==> config.mk <==
export PLATFORM = sky130hd
export DESIGN_NAME = tpq_mul
export DESIGN_NICKNAME = d
export VERILOG_FILES = /design/src/design/tpq_pkg.sv /design/src/design/tpq_mul.sv
export SDC_FILE = /design/constraint.sdc
export NUM_CORES = 2
export LEC_CHECK = 0
export ABC_CLOCK_PERIOD_IN_PS = 10400
export BUFFER_PORTS_ARGS = -buffer_cell sky130_fd_sc_hd__buf_2
export CAP_MARGIN = 10
export CORE_MARGIN = 4
export CORE_UTILIZATION = 45
export CTS_BUF_LIST = sky130_fd_sc_hd__clkbuf_16
export DETAILED_ROUTE_END_ITERATION = 6
export PLACE_DENSITY = 0.59
export SYNTH_ARGS = -nofsm -noshare
export SYNTH_HDL_FRONTEND = slang
export SYNTH_SLANG_ARGS = --single-unit
export TNS_END_PERCENT = 50
==> constraint.sdc <==
create_clock -name clk -period 10.4 [get_ports clk]
set_input_delay 1.56 -clock clk [delete_from_list [all_inputs] [get_ports clk]]
set_output_delay 1.56 -clock clk [all_outputs]
set_load 0.01 [all_outputs]
==> src/design/tpq_pkg.sv <==
`timescale 1ns / 1ps
// ----------------------------------------------------------------------------
// tpq_pkg
// Shared types and constants of the three point quadratic fit pipeline.
// ----------------------------------------------------------------------------
package tpq_pkg;

	// width of every coordinate and coefficient word
	localparam int DATA_W = 32;

	// limb width of the split multipliers
	localparam int LIMB_W = 32;

	// register stages of one split multiplier
	localparam int MUL_LAT = 3;

	// register stages of one divider: setup, one per quotient bit, round
	localparam int DIV_LAT = DATA_W + 3;

	localparam logic [1:0] ST_OK   = 2'd0;
	localparam logic [1:0] ST_ZERO = 2'd1;
	localparam logic [1:0] ST_SAT  = 2'd2;

	typedef enum logic [1:0] {
		MODE_QUAD  = 2'd0,
		MODE_LINE  = 2'd1,
		MODE_CONST = 2'd2
	} mode_t;

	typedef struct packed {
		logic signed [DATA_W-1:0] x_low;
		logic signed [DATA_W-1:0] y_low;
		logic signed [DATA_W-1:0] x_mid;
		logic signed [DATA_W-1:0] y_mid;
		logic signed [DATA_W-1:0] x_high;
		logic signed [DATA_W-1:0] y_high;
		logic                     low_repeated;
		logic                     high_repeated;
	} in_t;

	typedef struct packed {
		logic signed [DATA_W-1:0] coef_a;
		logic signed [DATA_W-1:0] coef_b;
		logic signed [DATA_W-1:0] coef_c;
		logic [1:0]               status;
	} out_t;

endpackage

==> src/design/tpq_mul.sv <==
`timescale 1ns / 1ps
// ----------------------------------------------------------------------------
// tpq_mul
// Signed multiplier split into limb products: magnitude, partials, sum.
// ----------------------------------------------------------------------------
module tpq_mul #(
	parameter int AW = 33,
	parameter int BW = 33
) (
	input  logic                     clk,
	input  logic                     en,
	input  logic signed [AW-1:0]     a,
	input  logic signed [BW-1:0]     b,
	output logic signed [AW+BW-1:0]  p
);

	localparam int LW = tpq_pkg::LIMB_W;
	localparam int NA = (AW + LW - 1) / LW;
	localparam int NB = (BW + LW - 1) / LW;
	localparam int PW = AW + BW;

	logic [AW-1:0]      aabs;
	logic [BW-1:0]      babs;
	logic [NA*LW-1:0]   aabs_s1;
	logic [NB*LW-1:0]   babs_s1;
	logic               neg_s1;
	logic               neg_s2;
	logic [2*LW-1:0]    pp_s2 [NA][NB];
	logic [PW-1:0]      acc;
	logic [PW-1:0]      p_s3;

	assign aabs = a[AW-1] ? $unsigned(-a) : $unsigned(a);
	assign babs = b[BW-1] ? $unsigned(-b) : $unsigned(b);

	always_ff @(posedge clk) begin
		if (en) begin
			aabs_s1 <= (NA*LW)'(aabs);
			babs_s1 <= (NB*LW)'(babs);
			neg_s1  <= a[AW-1] ^ b[BW-1];
			neg_s2  <= neg_s1;
		end
	end

	for (genvar i = 0; i < NA; i++) begin : g_ra
		for (genvar j = 0; j < NB; j++) begin : g_rb
			always_ff @(posedge clk) begin
				if (en) begin
					pp_s2[i][j] <= aabs_s1[i*LW +: LW] * babs_s1[j*LW +: LW];
				end
			end
		end
	end

	always_comb begin
		acc = '0;
		for (int i = 0; i < NA; i++) begin
			for (int j = 0; j < NB; j++) begin
				acc = acc + (PW'(pp_s2[i][j]) << (LW * (i + j)));
			end
		end
	end

	always_ff @(posedge clk) begin
		if (en) begin
			p_s3 <= neg_s2 ? -acc : acc;
		end
	end

	assign p = $signed(p_s3);

endmodule

Yosys cells after proc, flatten, opt, wreduce, memory -nomap -nowiden
Memories as Yosys holds them, arrays and structs flattened. Index checks and enable logic that the tools add are counted.

Mux-type cells: 5. Add/sub/neg operators: 6. Multiply operators: 4. Bitwise operators: 1.

Operators with widths (number): 66-bit adder (2); 64-bit by 66-bit adder with 66-bit output (1); 66-bit two-way mux (1); 33-bit negation (2); 66-bit negation (1); 32-bit by 32-bit multiplier with 64-bit output (1); 32-bit two-way mux (2); 1-bit by 32-bit multiplier with 33-bit output (1); 32-bit by 1-bit multiplier with 33-bit output (1); 1-bit by 1-bit multiplier with 2-bit output (1); 1-bit two-way mux (2); 1-bit XOR (1).

Memories: 1. Bits of input ports: 68. Register bits after elaboration: 134. Word-level logic and storage cells: 24. Bits in writable memories: 194. Output and inout bits: 66.

Memory list: pp_s2 (depth 2, width 97, rd ports 2, clocked after Yosys merged registers in 0, write ports 2, RTL line tpq_mul.sv:28) `logic [2*LW-1:0] pp_s2 [NA][NB];`.

Longest topological paths before layout
An unclocked memory read counts as a cell.

Word-level depth: 6. Depth in mapped cells: 29. Mapped depth without buffers: 27.

Least setup slack after synthesis
Ideal clock, no wire load.

Path kind: reg-to-reg. Start: register aabs_s1[30]. End: memory pp_s2[0][93] (netlist bit) (data pin). Cell stages (with the launch flop): 28. Path buffers: 2. Setup slack: 2414 ps. Library setup time: 264 ps. Data required time: 10136 ps. Period minus slack after synthesis: 7986 ps. Arrival time: 7722 ps. Cells stage by stage: edfxtp_1 clkbuf_1 nand2_1 fa_1 inv_1 fa_1 fa_1 inv_1 fa_1 inv_1 fa_1 fa_1 fa_1 inv_1 fa_1 inv_1 ha_1 clkbuf_1 a21o_1 a21o_1 a221oi_1 nand3b_1 a221oi_1 nor4_1 a2111oi_0 nor3b_1 a221oi_1 xnor2_1.

RTL lines: from (decl) (RTL line tpq_mul.sv:24) `logic [NA*LW-1:0] aabs_s1;`; from (signal assigned) (RTL line tpq_mul.sv:37) `aabs_s1 <= (NA*LW)'(aabs);`; to (decl) (RTL line tpq_mul.sv:28).

==> metrics.txt <==
outcome=finished clean; Post-Layout Cell Count=6150; Layout Area Growth over Synthesis=6.96%; Layout Utilization=0.484; Yosys reg bits=263; Synth Flop Type=edfxtp_1; Die X=331 um; row count=118; first-pass GRT wire length=210 mm; CTS tree=yes; multi-input logic area=0.0348 mm^2; setup TNS=0 ns; drt wl/cell=21.7 um; final setup vio count=0; CP endpoint kind=flip-flop; Least-Margin Pin Slew=1.33 ns; largest net degree at the start of global routing=74; H-tree depth=2; CP top delay family=adder cells; placed cell count=6084; worst setup margin=1.11 ns; Fmax achieved=108 MHz; drt drc=0; Critical Path Max Stage Delay=1.20 ns; worst hold path class=reg -> reg; Final period util=0.894; Net Count, Synth=6024; yosys warns=0; share of cells above drive strength 1=0.0610; GRT Util Overall=0.253; Fin. Hold Viols=0; Post-DRT Antenna Nets=0; uppermost routed layer=met5; Cell Area, Synth=0.0469 mm^2; commonest cells after routing, fill and taps aside=929 x fa_1, 884 x inv_1, 672 x and2_1; Max FO, Critical Path=22; nature of the critical path startpoint=flip-flop; hold buffer count at CTS=0; Via Count=32915; crit path DAT=9.62 ns; Root Driver=clkbuf_16; I/O Buffers=133; clk sink count=263; Nets=6036; Die Area=0.109 mm^2; Post-synth ARST share=0; post-CTS resize count=0; core area=0.103 mm^2; register area=0.00790 mm^2; Post-synth EDFFs=263; Die Ht=331 um; DP Wirelength=105 mm; total gr overflow=0; slowest CP cell=edfxtp_1; Clock transition at path regs=0.06 ns; pre-CTS setup slack=1.11 ns; worst relative slew slack=0.115; total wire length=133 mm; worst-path cell chain=nand2_1 > fa_1 > fa_1 > inv_1 > fa_1 > fa_1 > fa_1 > fa_1 > fa_1 > inv_1 > fa_1 > inv_1 > ha_1 > a21o_1 > a21o_1 > a211oi_1 > nor2_1 > o21ai_0 > nor4_1 > a2111oi_0 > buf_4 > nor3b_1 > a221oi_1 > xnor2_1; fraction of the yosys area taken by sequential cells=0.169; cts bufs inserted=35; clk_lat worst skew=0.61 ns; DR WL met2=59.6 mm; First DRT Iteration DRCs=2354; Max Transition Viols Final=0; Tmin final=9.29 ns; Layout Skew=0.0393 ns; WP buf/inv=4; Initial Util=0.453; via/cell ratio=5.35; vias in the first global route=34816; io pins=134; commonest non-fill, non-tap cell in the layout=fa_1; Avg Inst Size Synth=9.91 um^2; Mapped Cells=4729; RSZ-0062 raised after global routing=no; postcts setup bufs=0; CP required=10.73 ns; critical path type=reg -> reg; post-synth cell types=71; initial antenna violation count=6; filler cell count=9798; Critical Path Most Common Cell=fa_1; Max Cap Viol=0; gpl congestion=0.922; drt first pass iters=5; Max clock buf depth=3; met3 wire length=12.0 mm; Metal-1 WL=58.7 mm
## through the flow
stage               area [um^2]  hold WS (ns)
global route              50100         0.530
floorplan                 46900         0.400
detailed placement        49000         0.503
finish                    50100         0.516
global placement          49000         0.497
CTS                       50100         0.519
## synthesized netlist by cell type (17+ instances only)
cell type  instances  share of area
and2_1           672          0.090
nand3_1           28         0.0030
edfxtp_1         263           0.17
xor2_1            39         0.0073
nand2b_1          18         0.0024
nor3_1            23         0.0025
o31ai_1           36         0.0058
or3_1             19         0.0025
a21oi_1          100          0.011
o41ai_1           17         0.0032
nor2_1            75         0.0060
xnor2_1          165          0.031
o21ai_0           77         0.0082
ha_1             298          0.080
o21bai_1          19         0.0030
inv_1            880          0.070
nand2_1          552          0.044
clkbuf_1         240          0.019
a21o_1            58         0.0093
fa_1             929           0.40
## routing by layer
layer  GRT usage  vias up
li1            -    14577
met3      0.0567      171
met2       0.392     1216
met4      0.0512        2
met1       0.367    16949
met5           0        -
## area by class of cell
| class | count | area share |
|---|---|---|
| sequential | 263 | 0.158 |
| antenna | 3 | 0.000150 |
| clock inverter | 28 | 0.00439 |
| clock buffer | 35 | 0.0175 |
| inverter | 880 | 0.0659 |
| tap | 1380 | 0.0344 |
| multi-input combinational | 3343 | 0.693 |
| timing repair buffer | 218 | 0.0269 |
## final timing paths
path	depth (start not counted)	start	slack, ns	to
setup / recovery	24	babs_s1[18]$_DFFE_PP_	1.11	pp_s2[0][93]$_DFFE_PP_
hold / removal	0	pp_s2[0][33]$_DFFE_PP_	0.52	p[0]$_DFFE_PP_
setup reg to reg	24	babs_s1[18]$_DFFE_PP_	1.11	pp_s2[0][93]$_DFFE_PP_
hold reg to reg	0	pp_s2[0][33]$_DFFE_PP_	0.52	p[0]$_DFFE_PP_
## state kept, by name, summed over array words and instances (netlist names)
name	flops
babs_s1	33
p	66
aabs_s1	33
neg_s1	1
pp_s2	129
neg_s2	1
## kinds of logic after synthesis
group	synth area share
AO/OA/AOI/OAI	0.0597
AND/OR/NAND/NOR	0.167
flip-flops	0.169
XOR/XNOR	0.0381
buffers and inverters	0.0900
adder cells (fa/ha/maj)	0.476
multiplexers	0.000641
Power is left out: the tool's default activity adds up to more than one toggle a clock period on the data nets, which glitch-free logic cannot reach.
